<file path="src/hdl/kpc_pkg.sv">
// Shared types and constants for the key press classifier.
package kpc_pkg;

   localparam int unsigned DEBOUNCE_WIDTH = 8;
   localparam int unsigned HOLD_WIDTH     = 16;
   localparam int unsigned CSR_DATA_WIDTH = 16;
   localparam int unsigned CSR_INDEX_WIDTH = 1;

   localparam logic [DEBOUNCE_WIDTH-1:0] DEBOUNCE_LIMIT_RESET = 8'd20;
   localparam logic [HOLD_WIDTH-1:0]     LONG_PRESS_LIMIT_RESET = 16'd1000;
   localparam logic [DEBOUNCE_WIDTH-1:0] DEBOUNCE_MAX = 8'hFF;
   localparam logic [HOLD_WIDTH-1:0]     HOLD_MAX = 16'hFFFF;

   typedef enum logic [CSR_INDEX_WIDTH-1:0] {
      REG_DEBOUNCE_LIMIT   = 1'b0,
      REG_LONG_PRESS_LIMIT = 1'b1
   } reg_index_type;

   typedef enum logic {
      KIND_TICK = 1'b0,
      KIND_EDGE = 1'b1
   } item_kind_type;

   typedef enum logic [1:0] {
      PRESS_NONE  = 2'd0,
      PRESS_SHORT = 2'd1,
      PRESS_LONG  = 2'd2
   } press_event_type;

   typedef struct packed {
      logic [DEBOUNCE_WIDTH-1:0] debounce_count;
      logic [HOLD_WIDTH-1:0]     hold_timer;
      logic                      press_valid;
      logic                      long_seen;
      logic                      ticks_enabled;
      press_event_type           status_latch;
   } state_type;

   typedef struct packed {
      press_event_type press_event;
      press_event_type latched_status;
      logic            armed;
   } result_type;

endpackage

</file>
<file path="src/hdl/kpc_engine.sv">
// Classifier state, configuration registers and per-item next-state logic.
module kpc_engine (
   input  logic                                 clock,
   input  logic                                 reset,
   input  logic                                 csr_wen,
   input  logic [kpc_pkg::CSR_INDEX_WIDTH-1:0]  csr_index,
   input  logic [kpc_pkg::CSR_DATA_WIDTH-1:0]   csr_wdata,
   input  logic                                 item_accept,
   input  logic                                 item_kind,
   input  logic                                 item_key_down,
   output kpc_pkg::result_type                  item_result
);

   logic [kpc_pkg::DEBOUNCE_WIDTH-1:0] debounce_limit_ff;
   logic [kpc_pkg::HOLD_WIDTH-1:0]     long_press_limit_ff;
   kpc_pkg::state_type                 state_ff;
   kpc_pkg::state_type                 state_in;
   kpc_pkg::press_event_type           press_event;

   always_comb begin
      state_in    = state_ff;
      press_event = kpc_pkg::PRESS_NONE;
      if (item_kind == kpc_pkg::KIND_EDGE) begin
         state_in.ticks_enabled = 1'b1;
      end else if (state_ff.ticks_enabled) begin
         if (item_key_down) begin
            if (state_ff.debounce_count <= debounce_limit_ff) begin
               if (state_ff.debounce_count != kpc_pkg::DEBOUNCE_MAX) begin
                  state_in.debounce_count = state_ff.debounce_count + 1'b1;
               end
            end else begin
               state_in.press_valid = 1'b1;
               if (!state_ff.long_seen && state_ff.hold_timer != kpc_pkg::HOLD_MAX) begin
                  state_in.hold_timer = state_ff.hold_timer + 1'b1;
               end
            end
         end else begin
            state_in.debounce_count = '0;
            if (state_ff.press_valid) begin
               if (!state_ff.long_seen) begin
                  state_in.status_latch  = kpc_pkg::PRESS_SHORT;
                  state_in.ticks_enabled = 1'b0;
                  press_event            = kpc_pkg::PRESS_SHORT;
               end
               state_in.press_valid = 1'b0;
               state_in.long_seen   = 1'b0;
               state_in.hold_timer  = '0;
            end
         end
         // long press check sees the timer after this tick's update
         if (state_in.hold_timer > long_press_limit_ff) begin
            state_in.status_latch   = kpc_pkg::PRESS_LONG;
            state_in.ticks_enabled  = 1'b0;
            state_in.long_seen      = 1'b1;
            state_in.debounce_count = '0;
            state_in.hold_timer     = '0;
            press_event             = kpc_pkg::PRESS_LONG;
         end
      end
   end

   always_comb begin
      item_result.press_event    = press_event;
      item_result.latched_status = state_in.status_latch;
      item_result.armed          = state_in.ticks_enabled;
   end

   always_ff @(posedge clock) begin
      if (reset) begin
         debounce_limit_ff   <= kpc_pkg::DEBOUNCE_LIMIT_RESET;
         long_press_limit_ff <= kpc_pkg::LONG_PRESS_LIMIT_RESET;
         state_ff            <= '0;
      end else begin
         if (csr_wen) begin
            case (csr_index)
               kpc_pkg::REG_DEBOUNCE_LIMIT: begin
                  debounce_limit_ff <= csr_wdata[kpc_pkg::DEBOUNCE_WIDTH-1:0];
               end
               kpc_pkg::REG_LONG_PRESS_LIMIT: begin
                  long_press_limit_ff <= csr_wdata[kpc_pkg::HOLD_WIDTH-1:0];
               end
               default: begin
               end
            endcase
         end
         if (item_accept) begin
            state_ff <= state_in;
         end
      end
   end

endmodule

</file>
<file path="src/hdl/key_press_classifier_top.sv">
// Top level of the key press classifier: handshake, engine and result register.
// Debounced key press classifier. Each request transaction is either a key edge
// (req_kind = 1), which arms the block, or a 1 ms tick (req_kind = 0) carrying
// the sampled key level in req_key_down. Every request gives exactly one response
// transaction: rsp_press_event reports a short (1) or long (2) press detected by
// that request, rsp_latched_status the last press reported so far, and rsp_armed
// whether ticks are processed after it. A press is valid once the debounce count
// exceeds debounce_limit (register 0, reset 20); a long press is reported once the
// hold timer exceeds long_press_limit (register 1, reset 1000). Either report
// disarms the block. Throughput is one transaction per clock while the response
// side does not stall: the whole state update is one pass of counter and compare
// logic between the state registers, and the response appears in the cycle after
// acceptance in a single result register. A request is taken even while that
// register holds a response, as long as the response is being taken in the same
// cycle. Write the registers only while no transaction is in flight.
module key_press_classifier_top (
   input  logic                                clock,
   input  logic                                reset,
   input  logic                                csr_wen,
   input  logic [kpc_pkg::CSR_INDEX_WIDTH-1:0] csr_index,
   input  logic [kpc_pkg::CSR_DATA_WIDTH-1:0]  csr_wdata,
   input  logic                                req_valid,
   output logic                                req_stall,
   input  logic                                req_kind,
   input  logic                                req_key_down,
   output logic                                rsp_valid,
   input  logic                                rsp_stall,
   output logic [1:0]                          rsp_press_event,
   output logic [1:0]                          rsp_latched_status,
   output logic                                rsp_armed
);

   logic                req_accept;
   kpc_pkg::result_type item_result;
   kpc_pkg::result_type rsp_data_ff;
   logic                rsp_valid_ff;
   logic                rsp_valid_in;

   // stall only while a held response is not being taken
   assign req_stall  = rsp_valid_ff & rsp_stall;
   assign req_accept = req_valid & ~req_stall;

   kpc_engine u_engine (
      .clock         (clock),
      .reset         (reset),
      .csr_wen       (csr_wen),
      .csr_index     (csr_index),
      .csr_wdata     (csr_wdata),
      .item_accept   (req_accept),
      .item_kind     (req_kind),
      .item_key_down (req_key_down),
      .item_result   (item_result)
   );

   // hold the response while stalled, load a new one on every accepted request
   assign rsp_valid_in = req_accept | (rsp_valid_ff & rsp_stall);

   always_ff @(posedge clock) begin
      if (reset) begin
         rsp_valid_ff <= 1'b0;
      end else begin
         rsp_valid_ff <= rsp_valid_in;
      end
   end

   always_ff @(posedge clock) begin
      if (req_accept) begin
         rsp_data_ff <= item_result;
      end
   end

   assign rsp_valid          = rsp_valid_ff;
   assign rsp_press_event    = rsp_data_ff.press_event;
   assign rsp_latched_status = rsp_data_ff.latched_status;
   assign rsp_armed          = rsp_data_ff.armed;

endmodule

</file>
<file path="config.mk">
export PLATFORM = sky130hd
export DESIGN_NAME = key_press_classifier_top
export DESIGN_NICKNAME = d
export VERILOG_FILES = /design/src/hdl/kpc_pkg.sv /design/src/hdl/kpc_engine.sv /design/src/hdl/key_press_classifier_top.sv
export SDC_FILE = /design/constraint.sdc
export NUM_CORES = 1
export LEC_CHECK = 0
export BUFFER_PORTS_ARGS = -buffer_cell sky130_fd_sc_hd__buf_2
export CAP_MARGIN = 20
export CORE_MARGIN = 1.5
export CORE_UTILIZATION = 54
export CTS_CLUSTER_SIZE = 40
export DETAILED_ROUTE_END_ITERATION = 6
export GPL_TIMING_DRIVEN = 0
export HOLD_SLACK_MARGIN = 0.02
export MAX_ROUTING_LAYER = met4
export PLACE_DENSITY = 0.81
export RECOVER_POWER = 25
export SYNTH_ARGS = -nofsm -noshare
export SYNTH_HDL_FRONTEND = slang
export SYNTH_SLANG_ARGS = --single-unit
</file>
<file path="constraint.sdc">
create_clock -name clock -period 3.5 [get_ports clock]
set_input_delay 0.175 -clock clock [delete_from_list [all_inputs] [get_ports clock]]
set_output_delay 0.175 -clock clock [all_outputs]
set_load 0.05 [all_outputs]
</file>
Yosys cells after proc, flatten, opt, wreduce, memory -nomap -nowiden --
Index checks and enable logic that the tools add are counted.
Word-level totals: logic and storage cells 61, output and inout bits 7, bits in registers 59, bits of input ports 24
Cells by class: reduce and logical (&&, ||, !) cells 11, equal/unequal tests 6, order comparisons 2, muxes and demuxes 19, bitwise operators 8, $add $sub $neg 2
Operators by type and width (number):
- 2-to-1 mux 25 bit | 3
- 2-to-1 mux 24 bit | 1
- 2-to-1 mux 21 bit | 1
- 2-to-1 mux 17 bit | 1
- adder 16 x 1 -> 16 bit, second input constant | 1
- greater-than comparator 16 bit | 1
- 2-to-1 mux 16 bit | 1
- 2-to-1 mux 8 bit | 2
- != test 16 bit, second input constant | 1
- != test 5 bit, second input constant | 2
- AND reduction 5 bit | 2
- adder 8 x 1 -> 8 bit, second input constant | 1
- less-or-equal comparator 8 bit | 1
- 2-to-1 mux 4 bit | 2
- != test 8 bit, second input constant | 1
- 2-to-1 mux 2 bit | 3
- 2-to-1 mux 3 bit | 2
- NOT 1 bit | 5
- OR reduction 5 bit | 1
- != test 4 bit, second input constant | 1
- AND reduction 2 bit | 2
- AND reduction 4 bit | 1
- 2-to-1 mux 1 bit | 3
- AND reduction 3 bit | 1
- other kinds (7) | 8

Depth between registers and ports, before layout --
Gate-level depths: netlist of run 1.
depth after elaboration 11, gate-level depth with buffers 18, gate-level depth less buffers 17

Modules after synthesis --
Synthesis of run 1 repeated with hierarchy kept, for this count alone.
Unflattened totals: cells, all modules 434, area total of the unflattened synthesis 3517.1 um^2
By module, submodules not included:
- kpc_engine | seq. area each 1061.0 um^2, cells an instance 424, times used 1, area each 3320.7 um^2
- key_press_classifier_top | seq. area each 170.2 um^2, cells an instance 10, times used 1, area each 196.4 um^2

Worst setup path after synthesis of run 1 --
No wires, ideal clock.
path kind register -> register, start register u_engine.state_ff[26] (netlist name), end register u_engine.state_ff[26] (netlist name), stages on the path, launching flop included 17, buffers on the path 1, path slack -0.077 ns, library setup time 0.122 ns, data required time 3.378 ns, clock period less this slack 3.577 ns, data arrival time 3.456 ns, path through dfxtp_1 ha_1 nand4_1 o21ai_1 nor2_1 o21ai_2 or4b_1 nand3_1 o21ai_1 ha_1 nand4_1 a2111o_1 a31oi_4 nor2b_2 and3_1 buf_2 a221o_1
On the way: word-level cells in the longest chain between the ends 8, elaborated cells on any way between the ends 14, classes of those cells 1 x add/sub; 2 x order compare; 3 x eq/ne; 7 x mux; 1 x reduce/logical
Ends and longest elaborated chain:
- from (decl) | line kpc_engine.sv:16 | kpc_pkg::state_type state_ff;
- from (signal assigned) | line kpc_engine.sv:87 | state_ff <= state_in;
- less-or-equal comparator 8 bit | line kpc_engine.sv:27 | if (state_ff.debounce_count <= debounce_limit_ff) begin
- 2-to-1 mux 17 bit | line kpc_engine.sv:27
- 2-to-1 mux 25 bit | line kpc_engine.sv:26 | if (item_key_down) begin
- 2-to-1 mux 25 bit | line kpc_engine.sv:25 | end else if (state_ff.ticks_enabled) begin
- 2-to-1 mux 25 bit | line kpc_engine.sv:23 | if (item_kind == kpc_pkg::KIND_EDGE) begin
- greater-than comparator 16 bit | line kpc_engine.sv:51 | if (state_in.hold_timer > long_press_limit_ff) begin
- != test 5 bit (no source line)
- AND reduction 5 bit (no source line)
Several ways; a longest one is shown, not always the timed one. The select of a mux whose other input is x is not followed. A chain may end at the register's enable or synchronous reset.

Final worst setup path of run 1 --
start register u_engine.debounce_limit_ff[5] (netlist name), end register u_engine.state_ff[28] (netlist name)
On the way: word-level cells in the longest chain between the ends 8, elaborated cells on any way between the ends 10, classes of those cells 2 x order compare; 2 x eq/ne; 5 x mux; 1 x reduce/logical
Ends and longest elaborated chain:
- from (decl) | line kpc_engine.sv:14 | logic [kpc_pkg::DEBOUNCE_WIDTH-1:0] debounce_limit_ff;
- from (signal assigned) | line kpc_engine.sv:70 | debounce_limit_ff <= kpc_pkg::DEBOUNCE_LIMIT_RESET;
- from (signal assigned) | line kpc_engine.sv:77 | debounce_limit_ff <= csr_wdata[kpc_pkg::DEBOUNCE_WIDTH-1:0];
- less-or-equal comparator 8 bit * | line kpc_engine.sv:27
- 2-to-1 mux 17 bit | line kpc_engine.sv:27
- 2-to-1 mux 25 bit | line kpc_engine.sv:26
- 2-to-1 mux 25 bit | line kpc_engine.sv:25
- 2-to-1 mux 25 bit | line kpc_engine.sv:23
- greater-than comparator 16 bit | line kpc_engine.sv:51
- != test 5 bit (no source line)
- AND reduction 5 bit (no source line)
Every way passes the cells marked *; elsewhere a longest branch is shown, timed or not. The select of a mux whose other input is x is not followed.

==> metrics.md, run 1 <==
| Metric | Value |
|---|---|
| Largest family of logic cells by synthesized area | simple AND/OR/NAND/NOR gates |
| Die area | 6650 sq um |
| Synth Area in Adders | 0.0977 |
| Clock sink total | between 50 and 60 |
| Critical Path Fanout Max | 5 |
| Layout cells sized above 1 | 0.303 |
| Final Max Tran Viols | 0 |
| Chip width | around 80 microns |
| Dominant cell type by area after synthesis | dfxtp_1 |
| Endpoints failing hold | 0 |
| DP Wirelength | between 5000 and 6000 microns |
| Syn_area_per_cell | just over 8 sq um |
| IO Count | 31 |
| Maximum clock insertion buffer count | 2 |
| Pin count of the biggest net entering global routing | 11 |
| XOR/XNOR share of the synthesized area | 0.00263 |
| Vias per cell | between 6 and 7 |
| Leak pwr | about 1.8 nW |
| Complex-gate fraction of the synthesized area | 0.204 |
| Pre-antenna DRT Iters | 5 |
| Pwr Density | approximately 330 nW/um^2 |
| Flop-to-flop setup slack | -590 ps |
| CTS H-tree lvls | 3 |
| Type of origin of the critical path | register |
| Minimum clock period | around 4100 ps |
| CTS tree | built |
| Post-Syn Instances | 405 |
| Routed via count | 3482 |
| Num rows | 28 |
| Initial antenna violation count | 0 |
| Vias in the first global route | roughly 3100 |
| Smallest hold slack | 51.9 ps |
| Primary flip-flop cell chosen by synthesis mapping | dfxtp_1 |
| CP dominant cell by count | buf_4 |
| DIE HEIGHT | just over 80 microns |
| Min-delay src | csr_wdata[8] |
| FF+latch count, synth | just under 60 |
| Clock slew at reported path FFs | 60 ps |
| DRT Wirelength | 9880 microns |
| IO Port Bufs | 30 |
| Violations in the final reports | setup timing |
| Max VDD drop | ~280 uV |
| # setup viols final | 33 |
| WP depth | 18 |
| Max-Cap Viols | 0 |
| Hold buffer count at CTS | 0 |
| R2R cell count | 18 |
| Sequential area share after synthesis | 0.370 |
| Setup Crit Path Kind | register to register |
| Skew-Pair Late Insertion Delay | 340 ps |
| Post-route setup slack | -591 ps |
| Routability cong. | 0.895 |
| Post-Syn Nets | 455 |
| Area share of the leading cell type in the synthesized netlist | 0.325 |
| DRT iter0 DRCs | 464 |
| Largest incremental delay on the critical path | between 300 and 400 ps |
| Power Total | approximately 0.0014 W |
| Status | complete, but fails checks |
| Hold path cells | 3 |
| Reg2reg start | u_engine.debounce_limit_ff[5] |
| Nets | ~530 |
| Worst path arrival time | between 4000 and 5000 ps |
| Max transition margin | 0.536 |
| Average wire per standard cell | roughly 18 microns |
| Diode count | 0 |
| CP bufs+invs | 5 |
| Worst Skew | 8.19 ps |
| Clk root buf | clkbuf_8 |
| Slew @ Worst Pin | just under 700 ps |
| Crit-path cells | inv_1, ha_4, nand4_1, a21oi_4, o211ai_1, buf_4, o311ai_4, o41ai_2, ha_1, nand4_1, buf_4, nor4_4, a31oi_4, buf_6, buf_4, o211ai_1, xor2_1, nor3_1 |
| Reg area | 1250 sq um |
| Worst r2r dst | u_engine.state_ff[28] |
| Setup crit end kind | register |
| Asr flop ratio synth | 0 |
| Core ar. | 5920 sq um |
| Synthesis warning total | 0 |
| Worst Path Required | about 3700 ps |
| Area of the multi-input gates | about 2200 sq um |
| Critical-path top delay cell | nor4_4 |
| Area Overhead vs Synth | 30.2% |
| Fill cells | ~400 |
| Post-synthesis mux area share | 0.0214 |
| Global-route wire length before repair | about 14000 microns |
| ANT nets after route | 0 |
| CTS buffer count | 9 |
| Hold WC Path Type | primary input to register |
| Post-detailed-route DRC marker count | 0 |
| Simple-gate area share of the yosys netlist | 0.244 |
| Synth cell types | 56 |
| Starting density of the core | 0.563 |
| Number of flops mapped to enable cells by yosys | 5 |
| Fmax | roughly 240 MHz |
| Period utilization | 1.17 |
| Grt total ovfl | 0 |
| Mapped Area | between 3000 and 4000 sq um |
| Top post-synthesis cells by area | dfxtp_1 32%, ha_1 9.8%, nand2_1 7.4% |
| GR Util All Layers | 0.286 |
| Cell family with most CP delay | compound AO/OA/AOI/OAI gates |
| RSZ-0062 raised after global routing | yes |
| Hold Crit Endpoint | u_engine.long_press_limit_ff[8] |
power breakdown:
| part | total (W) | internal, W | leakage [nW] | switching (W) |
|---|---|---|---|---|
| sequential | 0.000716 | 0.000702 | 0.495 | 0.0000140 |
| clock | 0.000507 | 0.000250 | 0.0792 | 0.000257 |
| combinational | 0.000210 | 0.0000836 | 1.22 | 0.000126 |
| total | 0.00143 | 0.00104 | 1.79 | 0.000397 |
per-stage QoR:
step | setup TNS, ps | std cells | setup WS (ps) | cell area, sq um | utilization
after floorplan | -193 | 405 | -38.4 | 3350 | -
after global placement | -11530 | 510 | -526 | 3590 | 0.607
after detailed placement | -15690 | 510 | -685 | 3590 | 0.607
after CTS | -8520 | 546 | -341 | 4100 | 0.692
after global routing | -19190 | 557 | -736 | 4340 | 0.732
final | -15380 | 557 | -591 | 4340 | 0.732
timing repair:
item                       4_1_cts  5_1_grt
hold endpoints to repair         0        0
gates cloned                     1        0
resized for setup               47       30
pin swaps                       32       21
setup buffers                   20       11
setup endpoints to repair       33       33
cell usage after synthesis (2+ instances only):
library cell / number
o211ai_1: 5
a22o_1: 13
clkbuf_1: 9
edfxtp_1: 5
o21a_1: 3
nor4_1: 4
buf_2: 4
or3_1: 3
inv_1: 32
ha_1: 26
nand3b_1: 7
a21oi_1: 31
a221o_1: 5
o21ai_1: 5
nor2_1: 27
o31ai_1: 2
nand3_1: 13
o311ai_1: 5
a211oi_1: 2
buf_1: 3
nor2b_1: 5
nand4_1: 10
and3_1: 6
a211o_1: 2
a31oi_1: 2
o41ai_1: 5
nor3_1: 6
mux2i_1: 6
and3b_1: 2
or2_1: 2
nand2b_1: 4
o21ai_0: 9
dfxtp_1: 54
nand2_1: 66
layout by cell type, fill, tap and decap left out, types with 6 or more instances in the layout:
cell,instances
nand3b_1,7
ha_4,6
a21oi_1,28
inv_1,29
dfxtp_1,42
dfxtp_2,10
a22o_1,13
clkbuf_8,9
buf_2,29
buf_4,33
ha_1,20
nand2_1,65
nand3_1,11
clkbuf_1,12
o21ai_0,6
nor2_1,24
nand4_1,10
worst register-to-register path, stage by stage, from the launching register on:
cell and delay (ps):
dfxtp_2 320, inv_1 60, ha_4 270, nand4_1 240, a21oi_4 290, o211ai_1 190
buf_4 250, o311ai_4 320, o41ai_2 150, ha_1 320, nand4_1 140, buf_4 190
nor4_4 330, a31oi_4 80, buf_6 160, buf_4 140, o211ai_1 220, xor2_1 210
nor3_1 60
cell type report:
type	instances	share of cell area
Inverter	33	0.0286
Buffer	16	0.0185
Multi-Input combinational cell	296	0.516
Tap cell	75	0.0216
Timing Repair Buffer	62	0.0915
Clock inverter	4	0.00404
Sequential cell	59	0.289
Clock buffer	12	0.0312
layer usage:
layer,global-route usage,share of wire,vias to the layer above
li1,-,-,1600
met1,0.350,0.41,1648
met2,0.464,0.48,183
met3,0.0422,0.068,51
met4,0.134,0.044,0
met5,-,0,-
cells by family after synthesis:
logic type	Yosys count
and+or+nand+nor	165
AOI/OAI and AO/OA	97
DFF	59
buffers and inverters	50
adders and majority gates	26
muxes	7
xor gates and xnor gates	1
how the worst max path moves through the flow:
stage	startpoint	end	slack (ps)
3_5_place_dp	u_engine.state_ff[22]	u_engine.state_ff[8]	-680
6_report	u_engine.debounce_limit_ff[5]	u_engine.state_ff[28]	-590
2_1_floorplan	u_engine.debounce_limit_ff[1]	u_engine.state_ff[25]	-40
3_3_place_gp	u_engine.state_ff[27]	u_engine.state_ff[8]	-530
4_1_cts	u_engine.debounce_limit_ff[1]	u_engine.state_ff[23]	-340
5_1_grt	u_engine.debounce_limit_ff[1]	u_engine.state_ff[28]	-740
sequential cells by signal, indices dropped and copies added (netlist names):
register and count:
rsp_latched_status 2, rsp_armed 1, u_engine.long_press_limit_ff 16, u_engine.debounce_limit_ff 8
rsp_valid 1, rsp_press_event 2, u_engine.state_ff 29
Note: power is estimated with default switching activity, not from simulation.
==> run 2, diff against run 1 <==
--- a/config.mk
+++ b/config.mk
@@ -7,6 +7,7 @@
 export LEC_CHECK = 0
 export BUFFER_PORTS_ARGS = -buffer_cell sky130_fd_sc_hd__buf_2
 export CAP_MARGIN = 20
+export CORE_ASPECT_RATIO = 1.4
 export CORE_MARGIN = 1.5
 export CORE_UTILIZATION = 54
 export CTS_CLUSTER_SIZE = 40
==> run 2 against run 1 <==
  * The run still ends with setup timing left
  * First-iteration DRC count is 30% lower
  * Global-route usage is 3.4 points lower
  * Clock-buffer cell count is 1 higher
  * Core utilization is 3.0 points lower
  * Worst setup slack better by 140 ps
  * Power is 2.2% higher
  * Sequential share of layout area is 1.2 points higher
==> metrics.md, run 2 (synthesis gave the netlist of run 1 again) <==
| Metric | Value |
|---|---|
| Status | complete, but fails checks |
| Violations in the final reports | setup timing |
| Hold WC Path Type | primary input to register |
| Cell family with most CP delay | compound AO/OA/AOI/OAI gates |
| Clk root buf | clkbuf_8 |
| Flop-to-flop setup slack | -450 ps (+140 ps) |
| CTS buffer count | 9 (unchanged) |
| Chip width | 69.4 microns (-15%) |
| Hold path cells | 3 (unchanged) |
| Endpoints failing hold | 0 (unchanged) |
| ANT nets after route | 0 (unchanged) |
| Reg2reg start | u_engine.debounce_limit_ff[1] |
| Routed via count | 3259 (-6.4%) |
| Diode count | 0 (unchanged) |
| RSZ-0062 raised after global routing | yes |
| Met1 Use GR | 0.270 (-0.0805) |
| Global-route wire length before repair | 13100 microns (-7.6%) |
| Hold Crit Endpoint | u_engine.long_press_limit_ff[9] |
| IO Port Bufs | 30 (unchanged) |
| Gr busiest metal | met2 |
| Max-Cap Viols | 0 (unchanged) |
| Maximum clock insertion buffer count | 2 (unchanged) |
| Crit-path cells | inv_2, ha_4, nor2b_4, o211ai_1, a21oi_2, o211ai_1, buf_6, nor3_2, mux2i_1, ha_1, a21oi_1, o21a_1, a2bb2oi_2, a31oi_4, buf_4, nor3_4, buf_6, a41oi_1, a21oi_1 |
| Vias in the first global route | 3068 (-1.5%) |
| DRT iter0 DRCs | 324 (-30%) |
| Leak pwr | 1.75 nW (-2.2%) |
| Initial antenna violation count | 0 (unchanged) |
| Area Overhead vs Synth | 24.5% |
| Slew @ Worst Pin | 639 ps (-56.7 ps) |
| Minimum clock period | 3950 ps (-137 ps) |
| Num rows | 33 (+18%) |
| Pin count of the biggest net entering global routing | 11 (unchanged) |
| Type of origin of the critical path | register |
| Placement Cell Area | 3590 sq um (-0.17%) |
| Skew-Pair Late Insertion Delay | 350 ps (about the same) |
| Max VDD drop | 269 uV (-3.8%) |
| Most frequent cells in the layout | 65 x nand2_1, 44 x dfxtp_1, 31 x inv_1 |
| Fmax | 253 MHz (+3.5%) |
| Starting density of the core | 0.564 (+0.00155) |
| Clock sink total | 59 (unchanged) |
| Post-route setup slack | -454 ps (+137 ps) |
| GRT met2 Usage | 0.447 (-0.0165) |
| Die area | 6650 sq um (+0.10%) |
| Largest incremental delay on the critical path | 400 ps (+70 ps) |
| Period utilization | 1.13 (-0.0392) |
| Worst path arrival time | 4230 ps (-60 ps) |
| CTS H-tree lvls | 3 (unchanged) |
| CP bufs+invs | 4 (-1) |
| Worst Skew | 8.07 ps (-0.115 ps) |
| Worst Path Required | 3780 ps (+80 ps) |
| Vias per cell | 5.98 (-4.3%) |
| Post-detailed-route DRC marker count | 0 (unchanged) |
| Setup crit end kind | register |
| Nets | 520 (-1.3%) |
| Setup Crit Path Kind | register to register |
| Top flop regs | u_engine.state_ff x29, u_engine.long_press_limit_ff x16, u_engine.debounce_limit_ff x8 |
| Pre-antenna DRT Iters | 5 (unchanged) |
| # setup viols final | 33 (unchanged) |
| DIE HEIGHT | 95.9 microns (+18%) |
| GR Util All Layers | 0.253 (-0.0337) |
| Grt total ovfl | 0 (unchanged) |
| Min-delay src | csr_wdata[9] |
| Pwr Density | 353 nW/um^2 (+6.9%) |
| Hold buffer count at CTS | 0 (unchanged) |
| Critical-path top delay cell | mux2i_1 |
| Largest register FFs | 29 (unchanged) |
| Layout cells sized above 1 | 0.257 (-0.0461) |
| DP Wirelength | 5610 microns (+0.46%) |
| IO Count | 31 (unchanged) |
| CTS tree | built |
| R2R cell count | 19 (+1) |
| Final Max Tran Viols | 0 (unchanged) |
| Critical Path Fanout Max | 10 (+5) |
| Clock slew at reported path FFs | 70 ps (about the same) |
| Worst r2r dst | u_engine.state_ff[19] |
| Average wire per standard cell | 15.8 microns (-11%) |
| Core ar. | 5900 sq um (-0.27%) |
| Smallest hold slack | 46.7 ps (-5.15 ps) |
| Most common cell after layout, fill and taps aside | nand2_1 |
| Fin area | 4150 sq um (-4.4%) |
| DRT Wirelength | 8610 microns (-13%) |
| Biggest register | u_engine.state_ff |
| Met3 Resource Use GR | 0.0461 (+0.00385) |
| Routability cong. | 0.927 (+3.6%) |
| Max transition margin | 0.574 (+0.0378) |
==> run 2: cell types whose count changed in the layout (fill, tap and decap cells not counted), moves of 3 or more <==
| cell | previous run | this run |
|---|---|---|
| o311ai_4 | 3 | 0 |
| nor3_2 | 4 | 1 |
| nor3_1 | 2 | 5 |
| o311ai_1 | 1 | 4 |
| buf_4 | 33 | 24 |
==> run 2: what timing repair did <==
item / 4_1_cts / 5_1_grt
buffers inserted: 16 / 8
gates resized for setup: 18 / 27
cloned: 0 / 0
pin swaps: 16 / 15
setup endpoints to repair: 33 / 33
==> run 2: worst reg2reg max path, delay by kind of cell (launching register included) <==
family	cells	cell delay, ps
flip-flops	1	340
adder cells (fa/ha/maj)	2	580
multiplexers	1	400
AO/OA/AOI/OAI	9	1390
buffers and inverters	4	570
AND/OR/NAND/NOR	3	580
==> run 2: worst max-delay path by stage <==
stage	start	end	slack, ps	cells after the start
2_1_floorplan	u_engine.debounce_limit_ff[1]	u_engine.state_ff[25]	-40	17
3_3_place_gp	u_engine.state_ff[27]	u_engine.state_ff[8]	-550	17
3_5_place_dp	u_engine.state_ff[27]	u_engine.state_ff[8]	-670	17
4_1_cts	u_engine.debounce_limit_ff[1]	u_engine.state_ff[23]	-380	17
5_1_grt	u_engine.state_ff[25]	u_engine.state_ff[27]	-690	16
6_report	u_engine.debounce_limit_ff[1]	u_engine.state_ff[19]	-450	19
==> run 2: final cells by class <==
| class | instances | area (sq um) |
|---|---|---|
| fillers | 469 | 1760 |
| clock inverters | 3 | 15.0 |
| clock buffers | 13 | 149 |
| flip-flops and latches | 59 | 1240 |
| repair buffers | 54 | 333 |
| inverters | 33 | 124 |
| plain buffers | 17 | 91.3 |
| well taps | 70 | 87.6 |
| multi-input cells | 296 | 2100 |
==> run 2: where the power goes <==
part | internal (W) | switching (W) | leakage, nW
Combinational | 0.0000829 | 0.000120 | 1.17
Sequential | 0.000703 | 0.0000138 | 0.494
Clock | 0.000273 | 0.000271 | 0.0872
Total | 0.00106 | 0.000404 | 1.75
==> run 2: through the flow <==
step | TNS [ps] | std cells | total power [W] | util | setup WS, ps
after floorplan | -193 | 405 | 0.000839 | - | -38.4
after global placement | -11820 | 505 | 0.000883 | 0.608 | -545
after detailed placement | -15410 | 505 | 0.000889 | 0.608 | -669
after CTS | -8880 | 537 | 0.00144 | 0.669 | -381
after global routing | -19030 | 545 | 0.00151 | 0.702 | -685
final | -11960 | 545 | 0.00146 | 0.702 | -454
==> run 2: routing by layer <==
metal  routed length (microns)  up-vias
li1                          -     1583
met1                      3620     1516
met2                      4310      124
met3                       391       36
met4                       290        0
met5                         0        -
